`src/rtl/exposure_statistics_macros.svh`:
```
// Assertion macros for the exposure statistics block.
// Included by modules that carry concurrent checks; no other dependencies.
`ifndef EXPOSURE_STATISTICS_MACROS_SVH
`define EXPOSURE_STATISTICS_MACROS_SVH

`ifndef NO_ASSERTIONS
// Same-cycle implication, disabled while in reset.
`define EXPST_ASSERT_IMPL(lbl, clk, rst, ante, cons) \
  lbl: assert property (@(posedge clk) disable iff (rst) (ante) |-> (cons)) \
    else $error("exposure_statistics: check failed");
// Next-cycle implication, disabled while in reset.
`define EXPST_ASSERT_NEXT(lbl, clk, rst, ante, cons) \
  lbl: assert property (@(posedge clk) disable iff (rst) (ante) |=> (cons)) \
    else $error("exposure_statistics: check failed");
`else
`define EXPST_ASSERT_IMPL(lbl, clk, rst, ante, cons)
`define EXPST_ASSERT_NEXT(lbl, clk, rst, ante, cons)
`endif

`endif

```
`src/rtl/expst_pkg.sv`:
```
// Shared constants, codes and types for the exposure statistics block.
// No dependencies; used by every other file in rtl but the macros header.
package expst_pkg;

  localparam int CHAN_W     = 8;
  localparam int LUMA_W     = 8;
  localparam int CNT_W      = 25;
  localparam int SUM_W      = 33;
  localparam int PCT_W      = 14;
  localparam int AVG_W      = 15;
  localparam int QUOT_W     = 15;
  localparam int DIVD_W     = 40;
  localparam int ITER_W     = 4;
  localparam int FMT_W      = 2;
  localparam int CFG_IDX_W  = 2;
  localparam int CFG_DATA_W = 8;
  localparam int LUMA_SHIFT = 16;
  localparam int MIX_W      = 24;

  localparam logic [CNT_W-1:0] MAX_PIXELS = 25'd16777216;

  // BT.601 weights in 16-bit fixed point
  localparam logic [15:0] COEF_R = 16'd19595;
  localparam logic [15:0] COEF_G = 16'd38470;
  localparam logic [15:0] COEF_B = 16'd7471;

  localparam logic [13:0] PCT_SCALE = 14'd10000;
  localparam logic [6:0]  AVG_SCALE = 7'd100;

  localparam logic [LUMA_W-1:0] SHADOW_RESET    = 8'd25;
  localparam logic [LUMA_W-1:0] HIGHLIGHT_RESET = 8'd230;

  // Pixel format codes; code three falls back to RGB order
  localparam logic [FMT_W-1:0] FMT_GRAY = 2'd0;
  localparam logic [FMT_W-1:0] FMT_RGB  = 2'd1;
  localparam logic [FMT_W-1:0] FMT_BGR  = 2'd2;

  // Register indexes
  localparam logic [CFG_IDX_W-1:0] REG_PIXEL_FORMAT    = 2'd0;
  localparam logic [CFG_IDX_W-1:0] REG_SHADOW_BELOW    = 2'd1;
  localparam logic [CFG_IDX_W-1:0] REG_HIGHLIGHT_ABOVE = 2'd2;

  typedef enum logic [2:0] {
    ST_IDLE,
    ST_LOAD,
    ST_DIV,
    ST_SAVE,
    ST_FINISH
  } ctrl_state_t;

  typedef enum logic [1:0] {
    SEL_SHADOW,
    SEL_HIGHLIGHT,
    SEL_LUMA
  } stat_sel_t;

  typedef struct packed {
    logic      load;
    logic      step;
    logic      save;
    logic      publish;
    stat_sel_t sel;
  } dp_cmd_t;

  typedef struct packed {
    logic last_acc;
  } dp_status_t;

endpackage

```
`src/rtl/expst_if.sv`:
```
// Valid/ready channel interfaces for pixel input and statistics result.
// Depends on expst_pkg for field widths.
interface expst_pixel_if;
  logic                        valid;
  logic                        ready;
  logic [expst_pkg::CHAN_W-1:0] chan_first;
  logic [expst_pkg::CHAN_W-1:0] chan_second;
  logic [expst_pkg::CHAN_W-1:0] chan_third;
  logic                        last_pixel;

  modport source (output valid, chan_first, chan_second, chan_third, last_pixel,
                  input ready);
  modport sink (input valid, chan_first, chan_second, chan_third, last_pixel,
                output ready);
endinterface

interface expst_result_if;
  logic                        valid;
  logic                        ready;
  logic [expst_pkg::PCT_W-1:0] shadow_pct_x100;
  logic [expst_pkg::PCT_W-1:0] highlight_pct_x100;
  logic [expst_pkg::AVG_W-1:0] avg_luma_x100;
  logic [expst_pkg::CNT_W-1:0] pixel_total;
  logic                        count_overflow;

  modport source (output valid, shadow_pct_x100, highlight_pct_x100, avg_luma_x100,
                  pixel_total, count_overflow, input ready);
  modport sink (input valid, shadow_pct_x100, highlight_pct_x100, avg_luma_x100,
                pixel_total, count_overflow, output ready);
endinterface

```
`src/rtl/expst_luma.sv`:
```
// Luma stage: selects channel order and forms BT.601 luma, one register deep.
// Gray format passes chan_first through. Depends on expst_pkg.
module expst_luma (
  input  logic                          clk,
  input  logic                          rst,
  input  logic                          accept,
  input  logic [expst_pkg::CHAN_W-1:0]  chan_first,
  input  logic [expst_pkg::CHAN_W-1:0]  chan_second,
  input  logic [expst_pkg::CHAN_W-1:0]  chan_third,
  input  logic                          last_pixel,
  input  logic [expst_pkg::FMT_W-1:0]   pixel_format,
  output logic                          luma_valid,
  output logic [expst_pkg::LUMA_W-1:0]  luma,
  output logic                          luma_last
);

  logic [expst_pkg::CHAN_W-1:0] red;
  logic [expst_pkg::CHAN_W-1:0] blue;
  logic [expst_pkg::MIX_W-1:0]  mix;
  logic [expst_pkg::LUMA_W-1:0] luma_next;

  always_comb begin
    if (pixel_format == expst_pkg::FMT_BGR) begin
      red  = chan_third;
      blue = chan_first;
    end else begin
      red  = chan_first;
      blue = chan_third;
    end
    // weights sum to 65536, so the weighted sum stays below 2^24
    mix = expst_pkg::MIX_W'(red * expst_pkg::COEF_R)
        + expst_pkg::MIX_W'(chan_second * expst_pkg::COEF_G)
        + expst_pkg::MIX_W'(blue * expst_pkg::COEF_B);
    if (pixel_format == expst_pkg::FMT_GRAY) begin
      luma_next = chan_first;
    end else begin
      luma_next = mix[expst_pkg::MIX_W-1:expst_pkg::LUMA_SHIFT];
    end
  end

  always_ff @(posedge clk) begin
    if (rst) begin
      luma_valid <= 1'b0;
    end else begin
      luma_valid <= accept;
    end
  end

  always_ff @(posedge clk) begin
    if (accept) begin
      luma      <= luma_next;
      luma_last <= last_pixel;
    end
  end

endmodule

```
`src/rtl/expst_datapath.sv`:
```
// Accumulators, shared restoring divider and result payload registers.
// Depends on expst_pkg; driven by expst_ctrl through dp_cmd_t.
module expst_datapath (
  input  logic                          clk,
  input  logic                          rst,
  input  logic                          luma_valid,
  input  logic [expst_pkg::LUMA_W-1:0]  luma,
  input  logic                          luma_last,
  input  logic [expst_pkg::LUMA_W-1:0]  shadow_below,
  input  logic [expst_pkg::LUMA_W-1:0]  highlight_above,
  input  expst_pkg::dp_cmd_t            cmd,
  output expst_pkg::dp_status_t         status,
  output logic [expst_pkg::PCT_W-1:0]   shadow_pct_x100,
  output logic [expst_pkg::PCT_W-1:0]   highlight_pct_x100,
  output logic [expst_pkg::AVG_W-1:0]   avg_luma_x100,
  output logic [expst_pkg::CNT_W-1:0]   pixel_total,
  output logic                          count_overflow
);

  logic [expst_pkg::CNT_W-1:0]  shadow_count;
  logic [expst_pkg::CNT_W-1:0]  highlight_count;
  logic [expst_pkg::SUM_W-1:0]  luma_sum;
  logic [expst_pkg::CNT_W-1:0]  pixel_count;
  logic                         overflow_seen;

  logic [expst_pkg::DIVD_W-1:0] operand;
  logic [expst_pkg::DIVD_W-1:0] rem;
  logic [expst_pkg::DIVD_W-1:0] dsh;
  logic [expst_pkg::QUOT_W-1:0] quot;
  logic                         fits;

  logic [expst_pkg::PCT_W-1:0]  shadow_q;
  logic [expst_pkg::PCT_W-1:0]  highlight_q;
  logic [expst_pkg::AVG_W-1:0]  avg_q;

  assign status.last_acc = luma_valid & luma_last;

  always_ff @(posedge clk) begin
    if (rst || cmd.publish) begin
      shadow_count    <= '0;
      highlight_count <= '0;
      luma_sum        <= '0;
      pixel_count     <= '0;
      overflow_seen   <= 1'b0;
    end else if (luma_valid) begin
      if (pixel_count == expst_pkg::MAX_PIXELS) begin
        // saturated: drop the pixel
        overflow_seen <= 1'b1;
      end else begin
        pixel_count <= pixel_count + 1'b1;
        luma_sum    <= luma_sum + expst_pkg::SUM_W'(luma);
        if (luma < shadow_below) begin
          shadow_count <= shadow_count + 1'b1;
        end else if (luma > highlight_above) begin
          highlight_count <= highlight_count + 1'b1;
        end
      end
    end
  end

  // scaled dividend for the selected statistic
  always_comb begin
    unique case (cmd.sel)
      expst_pkg::SEL_SHADOW: begin
        operand = expst_pkg::DIVD_W'(shadow_count) * expst_pkg::DIVD_W'(expst_pkg::PCT_SCALE);
      end
      expst_pkg::SEL_HIGHLIGHT: begin
        operand = expst_pkg::DIVD_W'(highlight_count)
                * expst_pkg::DIVD_W'(expst_pkg::PCT_SCALE);
      end
      expst_pkg::SEL_LUMA: begin
        operand = expst_pkg::DIVD_W'(luma_sum) * expst_pkg::DIVD_W'(expst_pkg::AVG_SCALE);
      end
      default: begin
        operand = '0;
      end
    endcase
  end

  assign fits = (rem >= dsh);

  // restoring division, one quotient bit per step, MSB first
  always_ff @(posedge clk) begin
    if (cmd.load) begin
      rem  <= operand;
      dsh  <= expst_pkg::DIVD_W'(pixel_count) << (expst_pkg::QUOT_W - 1);
      quot <= '0;
    end else if (cmd.step) begin
      if (fits) begin
        rem <= rem - dsh;
      end
      quot <= {quot[expst_pkg::QUOT_W-2:0], fits};
      dsh  <= dsh >> 1;
    end
  end

  always_ff @(posedge clk) begin
    if (cmd.save) begin
      unique case (cmd.sel)
        expst_pkg::SEL_SHADOW:    shadow_q    <= quot[expst_pkg::PCT_W-1:0];
        expst_pkg::SEL_HIGHLIGHT: highlight_q <= quot[expst_pkg::PCT_W-1:0];
        expst_pkg::SEL_LUMA:      avg_q       <= quot[expst_pkg::AVG_W-1:0];
        default: begin
        end
      endcase
    end
  end

  always_ff @(posedge clk) begin
    if (cmd.publish) begin
      shadow_pct_x100    <= shadow_q;
      highlight_pct_x100 <= highlight_q;
      avg_luma_x100      <= avg_q;
      pixel_total        <= pixel_count;
      count_overflow     <= overflow_seen;
    end
  end

endmodule

```
`src/rtl/expst_ctrl.sv`:
```
// Sequencer for the end-of-region divisions and the result handshake.
// Depends on expst_pkg and exposure_statistics_macros.svh.
`include "exposure_statistics_macros.svh"

module expst_ctrl (
  input  logic                   clk,
  input  logic                   rst,
  input  expst_pkg::dp_status_t  status,
  input  logic                   out_ready,
  output logic                   out_valid,
  output logic                   in_ready,
  output expst_pkg::dp_cmd_t     cmd
);

  expst_pkg::ctrl_state_t        state;
  expst_pkg::ctrl_state_t        state_next;
  expst_pkg::stat_sel_t          sel;
  expst_pkg::stat_sel_t          sel_next;
  logic [expst_pkg::ITER_W-1:0]  cnt;
  logic [expst_pkg::ITER_W-1:0]  cnt_next;
  logic                          out_free;

  assign out_free = !out_valid || out_ready;

  always_comb begin
    state_next = state;
    unique case (state)
      expst_pkg::ST_IDLE: begin
        if (status.last_acc) state_next = expst_pkg::ST_LOAD;
      end
      expst_pkg::ST_LOAD: begin
        state_next = expst_pkg::ST_DIV;
      end
      expst_pkg::ST_DIV: begin
        if (cnt == '0) state_next = expst_pkg::ST_SAVE;
      end
      expst_pkg::ST_SAVE: begin
        if (sel == expst_pkg::SEL_LUMA) begin
          state_next = expst_pkg::ST_FINISH;
        end else begin
          state_next = expst_pkg::ST_LOAD;
        end
      end
      expst_pkg::ST_FINISH: begin
        if (out_free) state_next = expst_pkg::ST_IDLE;
      end
      default: begin
        state_next = expst_pkg::ST_IDLE;
      end
    endcase
  end

  always_comb begin
    sel_next = sel;
    cnt_next = cnt;
    unique case (state)
      expst_pkg::ST_IDLE: begin
        sel_next = expst_pkg::SEL_SHADOW;
      end
      expst_pkg::ST_LOAD: begin
        cnt_next = expst_pkg::ITER_W'(expst_pkg::QUOT_W - 1);
      end
      expst_pkg::ST_DIV: begin
        cnt_next = cnt - 1'b1;
      end
      expst_pkg::ST_SAVE: begin
        unique case (sel)
          expst_pkg::SEL_SHADOW:    sel_next = expst_pkg::SEL_HIGHLIGHT;
          expst_pkg::SEL_HIGHLIGHT: sel_next = expst_pkg::SEL_LUMA;
          default:                  sel_next = expst_pkg::SEL_SHADOW;
        endcase
      end
      default: begin
      end
    endcase
  end

  always_comb begin
    cmd         = '0;
    cmd.sel     = sel;
    cmd.load    = (state == expst_pkg::ST_LOAD);
    cmd.step    = (state == expst_pkg::ST_DIV);
    cmd.save    = (state == expst_pkg::ST_SAVE);
    cmd.publish = (state == expst_pkg::ST_FINISH) && out_free;
    in_ready    = (state == expst_pkg::ST_IDLE) && !status.last_acc;
  end

  always_ff @(posedge clk) begin
    if (rst) begin
      state     <= expst_pkg::ST_IDLE;
      sel       <= expst_pkg::SEL_SHADOW;
      cnt       <= '0;
      out_valid <= 1'b0;
    end else begin
      state <= state_next;
      sel   <= sel_next;
      cnt   <= cnt_next;
      if (cmd.publish) begin
        out_valid <= 1'b1;
      end else if (out_ready) begin
        out_valid <= 1'b0;
      end
    end
  end

  `EXPST_ASSERT_IMPL(a_ready_idle, clk, rst, in_ready, state == expst_pkg::ST_IDLE)
  `EXPST_ASSERT_IMPL(a_publish_free, clk, rst, cmd.publish, !out_valid || out_ready)
  `EXPST_ASSERT_NEXT(a_div_done, clk, rst, (state == expst_pkg::ST_DIV) && (cnt == '0), state == expst_pkg::ST_SAVE)
  `EXPST_ASSERT_NEXT(a_idle_hold, clk, rst, (state == expst_pkg::ST_IDLE) && !status.last_acc, state == expst_pkg::ST_IDLE)

endmodule

```
`src/rtl/exposure_statistics.sv`:
```
// Top level of the exposure statistics block: config registers and wiring.
// Depends on expst_pkg, expst_if, expst_luma, expst_datapath, expst_ctrl.
//
// Streams the pixels of one image region (one per transfer) and, on the
// transfer marked last_pixel, returns one result: shadow and highlight shares
// and mean luma in hundredths (truncated), the pixel count, and an overflow
// flag once more than MAX_PIXELS pixels arrived (extra pixels are dropped and
// the counts saturate). Within a region a pixel is taken every cycle. After
// the last pixel the input stalls while one shared restoring divider
// produces the three quotients, one bit per cycle (three passes of load +
// 15 steps + save, between the luma register and the publish); the publish
// waits further if the previous result has not been taken. The result sits
// in an output register, so a pending result does not stop accumulation of
// the next region. A pixel_format write takes effect on the next pixel; a
// shadow_below or highlight_above write applies already to a pixel taken
// in the same cycle. Writes to an index past the list are ignored.
module exposure_statistics (
  input  logic                              clk,
  input  logic                              rst,
  expst_pixel_if.sink                       pixel,
  expst_result_if.source                    result,
  input  logic                              cfg_we,
  input  logic [expst_pkg::CFG_IDX_W-1:0]   cfg_index,
  input  logic [expst_pkg::CFG_DATA_W-1:0]  cfg_data
);

  logic [expst_pkg::FMT_W-1:0]  pixel_format;
  logic [expst_pkg::LUMA_W-1:0] shadow_below;
  logic [expst_pkg::LUMA_W-1:0] highlight_above;

  logic                         pix_accept;
  logic                         luma_valid;
  logic [expst_pkg::LUMA_W-1:0] luma;
  logic                         luma_last;

  expst_pkg::dp_cmd_t           cmd;
  expst_pkg::dp_status_t        status;

  // configuration registers
  always_ff @(posedge clk) begin
    if (rst) begin
      pixel_format    <= expst_pkg::FMT_GRAY;
      shadow_below    <= expst_pkg::SHADOW_RESET;
      highlight_above <= expst_pkg::HIGHLIGHT_RESET;
    end else if (cfg_we) begin
      unique case (cfg_index)
        expst_pkg::REG_PIXEL_FORMAT:    pixel_format    <= cfg_data[expst_pkg::FMT_W-1:0];
        expst_pkg::REG_SHADOW_BELOW:    shadow_below    <= cfg_data;
        expst_pkg::REG_HIGHLIGHT_ABOVE: highlight_above <= cfg_data;
        default: begin
        end
      endcase
    end
  end

  assign pix_accept = pixel.valid && pixel.ready;

  // stage 1: luma per pixel
  expst_luma u_luma (
    .clk          (clk),
    .rst          (rst),
    .accept       (pix_accept),
    .chan_first   (pixel.chan_first),
    .chan_second  (pixel.chan_second),
    .chan_third   (pixel.chan_third),
    .last_pixel   (pixel.last_pixel),
    .pixel_format (pixel_format),
    .luma_valid   (luma_valid),
    .luma         (luma),
    .luma_last    (luma_last)
  );

  // stage 2: accumulate, then divide at end of region
  expst_datapath u_datapath (
    .clk                (clk),
    .rst                (rst),
    .luma_valid         (luma_valid),
    .luma               (luma),
    .luma_last          (luma_last),
    .shadow_below       (shadow_below),
    .highlight_above    (highlight_above),
    .cmd                (cmd),
    .status             (status),
    .shadow_pct_x100    (result.shadow_pct_x100),
    .highlight_pct_x100 (result.highlight_pct_x100),
    .avg_luma_x100      (result.avg_luma_x100),
    .pixel_total        (result.pixel_total),
    .count_overflow     (result.count_overflow)
  );

  // sequencer: gates input from the last pixel until publish, owns result valid
  expst_ctrl u_ctrl (
    .clk       (clk),
    .rst       (rst),
    .status    (status),
    .out_ready (result.ready),
    .out_valid (result.valid),
    .in_ready  (pixel.ready),
    .cmd       (cmd)
  );

endmodule
```
`src/flat_wrapper.sv`:
```
// flat-port wrapper written by rule: the top's interface ports become plain ports
module exposure_statistics_flat 
  (clk, rst, cfg_we, cfg_index, cfg_data, pixel_valid, pixel_chan_first, pixel_chan_second, pixel_chan_third, pixel_last_pixel, pixel_ready, result_valid, result_shadow_pct_x100, result_highlight_pct_x100, result_avg_luma_x100, result_pixel_total, result_count_overflow, result_ready);
  expst_pixel_if pixel_i ();
  expst_result_if result_i ();
  input  logic clk;
  input  logic rst;
  input  logic cfg_we;
  input  logic [expst_pkg::CFG_IDX_W-1:0] cfg_index;
  input  logic [expst_pkg::CFG_DATA_W-1:0] cfg_data;
  input wire logic [$bits(pixel_i.valid)-1:0] pixel_valid;
  input wire logic [$bits(pixel_i.chan_first)-1:0] pixel_chan_first;
  input wire logic [$bits(pixel_i.chan_second)-1:0] pixel_chan_second;
  input wire logic [$bits(pixel_i.chan_third)-1:0] pixel_chan_third;
  input wire logic [$bits(pixel_i.last_pixel)-1:0] pixel_last_pixel;
  output wire logic [$bits(pixel_i.ready)-1:0] pixel_ready;
  output wire logic [$bits(result_i.valid)-1:0] result_valid;
  output wire logic [$bits(result_i.shadow_pct_x100)-1:0] result_shadow_pct_x100;
  output wire logic [$bits(result_i.highlight_pct_x100)-1:0] result_highlight_pct_x100;
  output wire logic [$bits(result_i.avg_luma_x100)-1:0] result_avg_luma_x100;
  output wire logic [$bits(result_i.pixel_total)-1:0] result_pixel_total;
  output wire logic [$bits(result_i.count_overflow)-1:0] result_count_overflow;
  input wire logic [$bits(result_i.ready)-1:0] result_ready;
  assign pixel_i.valid = pixel_valid;
  assign pixel_i.chan_first = pixel_chan_first;
  assign pixel_i.chan_second = pixel_chan_second;
  assign pixel_i.chan_third = pixel_chan_third;
  assign pixel_i.last_pixel = pixel_last_pixel;
  assign pixel_ready = pixel_i.ready;
  assign result_valid = result_i.valid;
  assign result_shadow_pct_x100 = result_i.shadow_pct_x100;
  assign result_highlight_pct_x100 = result_i.highlight_pct_x100;
  assign result_avg_luma_x100 = result_i.avg_luma_x100;
  assign result_pixel_total = result_i.pixel_total;
  assign result_count_overflow = result_i.count_overflow;
  assign result_i.ready = result_ready;
  exposure_statistics u_core (.clk(clk), .rst(rst), .pixel(pixel_i), .result(result_i), .cfg_we(cfg_we), .cfg_index(cfg_index), .cfg_data(cfg_data));
endmodule
```
`config.mk`:
```
export PLATFORM = sky130hd
export DESIGN_NAME = exposure_statistics_flat
export DESIGN_NICKNAME = d
export VERILOG_FILES = /design/src/rtl/expst_pkg.sv /design/src/rtl/expst_if.sv /design/src/rtl/expst_luma.sv /design/src/rtl/expst_datapath.sv /design/src/rtl/expst_ctrl.sv /design/src/rtl/exposure_statistics.sv /design/src/flat_wrapper.sv
export VERILOG_INCLUDE_DIRS = /design/src /design/src/rtl
export SDC_FILE = /design/constraint.sdc
export NUM_CORES = 2
export LEC_CHECK = 0
export ABC_CLOCK_PERIOD_IN_PS = 14800
export BUFFER_PORTS_ARGS = -buffer_cell sky130_fd_sc_hd__buf_2
export CAP_MARGIN = 20
export CORE_UTILIZATION = 55
export DETAILED_ROUTE_END_ITERATION = 6
export PLACE_DENSITY = 0.72
export REMOVE_ABC_BUFFERS = 1
export SLEW_MARGIN = 30
export SYNTH_ARGS = -nofsm -noshare
export SYNTH_HDL_FRONTEND = slang
export SYNTH_SLANG_ARGS = --single-unit
```
`constraint.sdc`:
```
create_clock -name clk -period 14.8 [get_ports clk]
set_clock_uncertainty 0.15 [all_clocks]
set_input_delay 4.44 -clock clk [delete_from_list [all_inputs] [get_ports clk]]
set_output_delay 4.44 -clock clk [all_outputs]
set_load 0.02 [all_outputs]
```
# [After elaboration in Yosys (flattened, before gate mapping)]
# Cells that the tools add are included.
[totals] memories=0 input_bits=40 ram_bits=0 register_bits=353 latchBits=0 romBits=0
[classes] n_shift=0 reduce_logical=28 n_lt_le_gt_ge=3 div_mod_pow=0 n_bitwise=3 mul=6 mux=19 add_sub_neg=8 n_eq_ne=13
[op_table] cell="2-to-1 mux 40 bit" count=3
[op_table] cell="case mux 40 bit (3 select lines)" count=1
[op_table] cell="2-to-1 mux 39 bit" count=2
[op_table] cell="adder 25 x 1 -> 25 bit, second input constant" count=3
[op_table] cell="multiplier 25 x 10 -> 35 bit, second input constant" count=2
[op_table] cell="multiplier 8 x 15 -> 23 bit, second input constant" count=2
[op_table] cell=">= comparator 40 x 39 -> 1 bit" count=1
[op_table] cell="subtractor 40 x 39 -> 40 bit" count=1
[op_table] cell="multiplier 33 x 5 -> 38 bit, second input constant" count=1
[op_table] cell="adder 33 x 8 -> 33 bit" count=1
[op_table] cell="equality test 25 bit, second input constant" count=1
[op_table] cell="adder 23 x 24 -> 24 bit" count=1
[op_table] cell="adder 24 x 21 -> 24 bit" count=1
[op_table] cell="2-to-1 mux 8 bit" count=3
[op_table] cell="multiplier 8 x 13 -> 21 bit, second input constant" count=1
[op_table] cell="AND reduction 2 bit" count=9
[op_table] cell="case mux 3 bit (5 select lines)" count=1
[op_table] cell="2-to-1 mux 3 bit" count=4
[op_table] cell="greater-than comparator 8 bit" count=1
[op_table] cell="less-than comparator 8 bit" count=1
[op_table] cell="case mux 2 bit (2 select lines)" count=2
[op_table] cell="case mux 4 bit (2 select lines)" count=1
[op_table] cell="nonzero test 2 bit" count=4
[op_table] cell="equality test 2 bit, second input constant" count=3
[op_table] cell="other kinds (17)" count=30

# [Longest topological paths before layout]
[logic_depth] word_depth=6 mapped_depth=33 depth_no_buf=33

# [Cells and area by module]
# A second synthesis with hierarchy kept.
[unflattened] hier_cells=3787 hier_area_um2=35705.5
[by_module_without_submodules] mod="expst_datapath" instances=1 seq_area_each_um2=8077.7 area_each_um2=27729.1 cells_per_inst=2962
[by_module_without_submodules] mod="expst_luma" instances=1 seq_area_each_um2=290.3 area_each_um2=6610.1 cells_per_inst=679
[by_module_without_submodules] mod="exposure_statistics" instances=1 seq_area_each_um2=360.3 area_each_um2=785.8 cells_per_inst=79
[by_module_without_submodules] mod="expst_ctrl" instances=1 seq_area_each_um2=200.2 area_each_um2=580.6 cells_per_inst=67

# [Worst setup path before layout]
# Ideal clock, no wire load.
[synth_timing] path_type="input port to flip-flop" startpoint="in pixel_chan_second[5]" endpoint="reg u_core.u_luma.luma[7] in the netlist's numbering (data pin)" setup_time_ns=0.266 arrival_time_ns=11.562 path_slack_ns=2.822 path_stages=32 t_required_ns=14.384 cell_sequence="ha_1 -> inv_1 -> fa_1 -> fa_1 -> inv_1 -> ha_1 -> and3b_1 -> o21a_1 -> o21ai_0 -> nand2b_1 -> a31oi_1 -> a2bb2oi_1 -> nand2b_1 -> xnor2_1 -> fa_1 -> inv_1 -> fa_1 -> inv_1 -> fa_1 -> fa_1 -> inv_1 -> ha_1 -> nand2_1 -> a221oi_1 -> nand4_1 -> o21ai_1 -> a41oi_1 -> a2111oi_0 -> o21a_1 -> nor2_1 -> xnor2_1 -> o21ai_1"
[synth_via] elab_chain_len=4
[synth_rtl] element="start, declared" line_no="flat_wrapper.sv:13" rtl="input wire logic [$bits(pixel_i.chan_second)-1:0] pixel_chan_second;"
[synth_rtl] element="multiplier 8 x 15 -> 23 bit" line_no="expst_luma.sv:32" rtl="+ expst_pkg::MIX_W'(chan_second * expst_pkg::COEF_G)"
[synth_rtl] element="adder 23 x 24 -> 24 bit" line_no="expst_luma.sv:32"
[synth_rtl] element="adder 24 x 21 -> 24 bit" line_no="expst_luma.sv:33" rtl="+ expst_pkg::MIX_W'(blue * expst_pkg::COEF_B);"
[synth_rtl] element="2-to-1 mux 8 bit" line_no="expst_luma.sv:34" rtl="if (pixel_format == expst_pkg::FMT_GRAY) begin"
[synth_rtl] element="net u_core.u_luma.luma_next (one bit)" line_no="expst_luma.sv:20" rtl="logic [expst_pkg::LUMA_W-1:0] luma_next;"
[synth_rtl] element="end signal, assigned" line_no="expst_luma.sv:51" rtl="luma <= luma_next;"
[synth_rtl] element="end, declared" line_no="expst_luma.sv:13" rtl="output logic [expst_pkg::LUMA_W-1:0] luma,"
# The timed path passes the listed nets, and every way through them passes these cells.
# A chain may end at the register's enable or synchronous reset.

# [Final worst setup path]
# Same ends and word-level chain as after synthesis.

==> summary.txt <==
Run status
  • Outcome: complete, but fails checks
  • Failing checks: design-rule violations

Drt
  • Post-route ant nets: 0
  • Wire per inst: 16.3 µm
  • # DRC: 12
  • Pre-antenna DRT Iters: 7
  • Vias: 25,900
  • Drt via density: 5.38
  • Final wirelength: 78,400 µm
  • DR iter-0 viols: 1,642

Layout
  • Most common cell after layout, fill and taps aside: inv_1
  • P&R area growth vs syn: 8.46%
  • Layout cells sized above 1: 6.42%
  • Most frequent cells in the layout: 869 x inv_1, 561 x ha_1, 272 x fa_1
  • Nets: 4,796

Power and ir drop
  • Cell Pwr Density: 153 nW/µm²
  • LEAKAGE: 0.0192 µW
  • VDD IR max: 179 µV

Clock network
  • CTS tree: built
  • CTS clk-pin slew, worst paths: 0.06 ns
  • Setup Fix Bufs, Post-CTS: 0
  • H-tree lvl count: 2
  • CTS root buf: clkbuf_16
  • Clk_lat worst skew: 0.60 ns
  • Hold-fix buffers at CTS: 0
  • # resized after CTS: 0
  • CTS max path bufs: 3
  • CTS Buf Count: 42
  • Clk sinks: 353

Logic synthesis
  • Ys Warns: 0
  • Post-synth ARST share: 0%
  • Post-Synthesis Cells: 3,831
  • Yosys reg bits: 353
  • Register area share after synthesis: 25.4%
  • Yosys cell types: 75
  • Post-Syn Area per Cell: 9.19 µm²
  • Post-synth EDFFs: 186
  • Synthesized area: 35,200 µm²
  • Commonest register cell after synthesis: edfxtp_1

Setup path
  • Setup CP Type: input pin to register
  • Slowest cell delay on critical path: 0.74 ns
  • Startpoint Class: input pin
  • Crit path depth: 33
  • RR Startpoint: u_core.pixel_format[1]
  • Worst Setup EP: u_core.u_luma.luma[7]
  • Reg-to-Reg End: u_core.u_luma.luma[7]
  • Worst Setup End Kind: register
  • Critical Path AT: 12.46 ns
  • CP Data Required Time: 14.98 ns
  • Crit path max-delay family: adder cells
  • Reg2reg setup slack: 7.28 ns
  • Crit path launch: pixel_chan_second[5]
  • Crit path buffers/inverters: 6
  • Reg2reg path depth: 24
  • Crit-path slowest cell: a2111oi_0
  • Crit-path max FO: 6
  • CP most frequent cell: fa_1

Placement
  • Dpl hpwl: 63,300 µm
  • Worst slack at placement: 1.94 ns
  • Buffers on Ports: 110
  • Routability Congestion: 0.953

Timing
  • Fin worst setup slack: 2.53 ns
  • Sum of negative setup slack: 0 ns
  • Final Cycle Share: 82.9%
  • Final setup fails: 0
  • Slew at the pin closest to its max-slew limit: 0.975 ns
  • Max_slew headroom: 33.3%
  • Final hold vios: 0
  • Minimum clock period: 12.27 ns
  • Fmax: 0.0815 GHz
  • RSZ-0062 raised after global routing: no
  • Final Max Tran Viols: 0
  • Hold WS: 0.267 ns

GRT
  • Grt total ovfl: 0
  • Met2 usage: 40.7%
  • Tot GR Track Use: 24.9%
  • Largest net degree at the start of global routing: 71
  • Grt met1 use: 34.5%
  • Met3 GRT Util: 2.86%
  • Global route hottest layer: met2
  • Vias in the first global route: 25,600
  • Antenna violations before repair: 1
  • First-pass GRT wire length: 130,000 µm

Die
  • Die X: 255 µm
  • Initial Util: 55.7%
  • Std-Cell Rows: 92
  • Die ar.: 65,000 µm²
  • Core area: 63,200 µm²
  • Die H: 255 µm
  • IO Pins: 111

Worst hold path
  • Worst Hold Class: register to register

Run
  • Maxcap violations: 0
[synthesized netlist by cell type (all sizes together), types with 57 or more instances]
cell type / n / area, µm²
dfxtp: 167 / 3340
inv: 870 / 3270
nand2: 243 / 912
a21oi: 202 / 1010
xnor2: 136 / 1190
a21o: 86 / 646
xor2: 64 / 561
nand3: 57 / 290
ha: 561 / 7020
edfxtp: 186 / 5590
nor2: 220 / 826
clkbuf: 71 / 267
fa: 272 / 5450
o21ai: 150 / 751
[power by group]
group          internal [µW]  switching [µW]  leakage [µW]
clock network            662             443      0.000729
logic                   1420            1950        0.0154
registers               1270            84.2       0.00309
[metrics by stage]
stage / instance area (µm²) / util, % / instances / total power (µW)
after global routing: 38200 / 60.4 / 4802 / 6370
after floorplan: 34900 / - / 3751 / 3920
after detailed placement: 36700 / 58.0 / 4725 / 4690
final: 38200 / 60.4 / 4803 / 5830
after CTS: 38200 / 60.4 / 4802 / 5840
after global placement: 36700 / 58.0 / 4725 / 4630
[registers in the layout, indices dropped and copies added (netlist names), 25 cells and up]
signal and cells:
u_core.u_datapath.pixel_total 25, u_core.u_datapath.shadow_count 25, u_core.u_datapath.pixel_count 25, u_core.u_datapath.highlight_count 25, u_core.u_datapath.luma_sum 33, u_core.u_datapath.dsh 39
u_core.u_datapath.rem 40
[worst reg2reg max path, cell delays in order (launching register included)]
cell	delay (ns)
dfxtp_1	0.36
nor2b_1	0.14
buf_4	0.26
mux2_2	0.45
inv_1	0.13
fa_1	0.42
inv_1	0.17
fa_1	0.47
fa_1	0.47
fa_1	0.51
inv_1	0.06
fa_1	0.53
inv_1	0.06
fa_1	0.43
ha_1	0.28
o21ai_0	0.08
a221oi_1	0.37
nand4_1	0.14
o21ai_1	0.32
a41oi_1	0.23
a2111oi_0	0.74
o21a_1	0.21
nor2_1	0.06
xnor2_1	0.15
o21ai_1	0.07
[worst min-delay path by stage]
stage / from / end / slack, ns / cells after the start
detailed placement: u_core.u_datapath.avg_q[12] / u_core.u_datapath.avg_luma_x100[12] / 0.25 / 0
global placement: u_core.u_datapath.avg_q[2] / u_core.u_datapath.avg_luma_x100[2] / 0.25 / 0
global route: u_core.u_datapath.highlight_q[10] / u_core.u_datapath.highlight_pct_x100[10] / 0.27 / 0
finish: u_core.u_datapath.shadow_q[11] / u_core.u_datapath.shadow_pct_x100[11] / 0.27 / 0
CTS: u_core.u_datapath.shadow_q[11] / u_core.u_datapath.shadow_pct_x100[11] / 0.27 / 0
floorplan: u_core.u_datapath.avg_q[0] / u_core.u_datapath.avg_luma_x100[0] / 0.25 / 0
[per-layer routing]
layer | up-vias | part of all wire (%)
met2 | 610 | 45
met1 | 12300 | 47
met5 | - | 0
met3 | 124 | 4.6
li1 | 12800 | -
met4 | 0 | 3.1
[final cells by class]
cell class | count | area (µm²)
Sequential cell | 353 | 8930
Tap cell | 846 | 1060
Multi-Input combinational cell | 2528 | 22700
Clock buffer | 59 | 1240
Fill cell | 5368 | 25000
Clock inverter | 18 | 265
Antenna cell | 1 | 2.50
Inverter | 870 | 3270
Timing Repair Buffer | 128 | 686
[logic make-up after synthesis]
kind of cell    Yosys count  share of synthesized area [%]
buf+inv                 950                           10.1
fa+ha+maj               833                           35.4
simple gates            772                           10.4
compound gates          675                           12.3
flops                   353                           25.4
xor+xnor                200                           4.97
mux                      48                           1.43
Note: power is estimated with default switching activity, not from simulation.
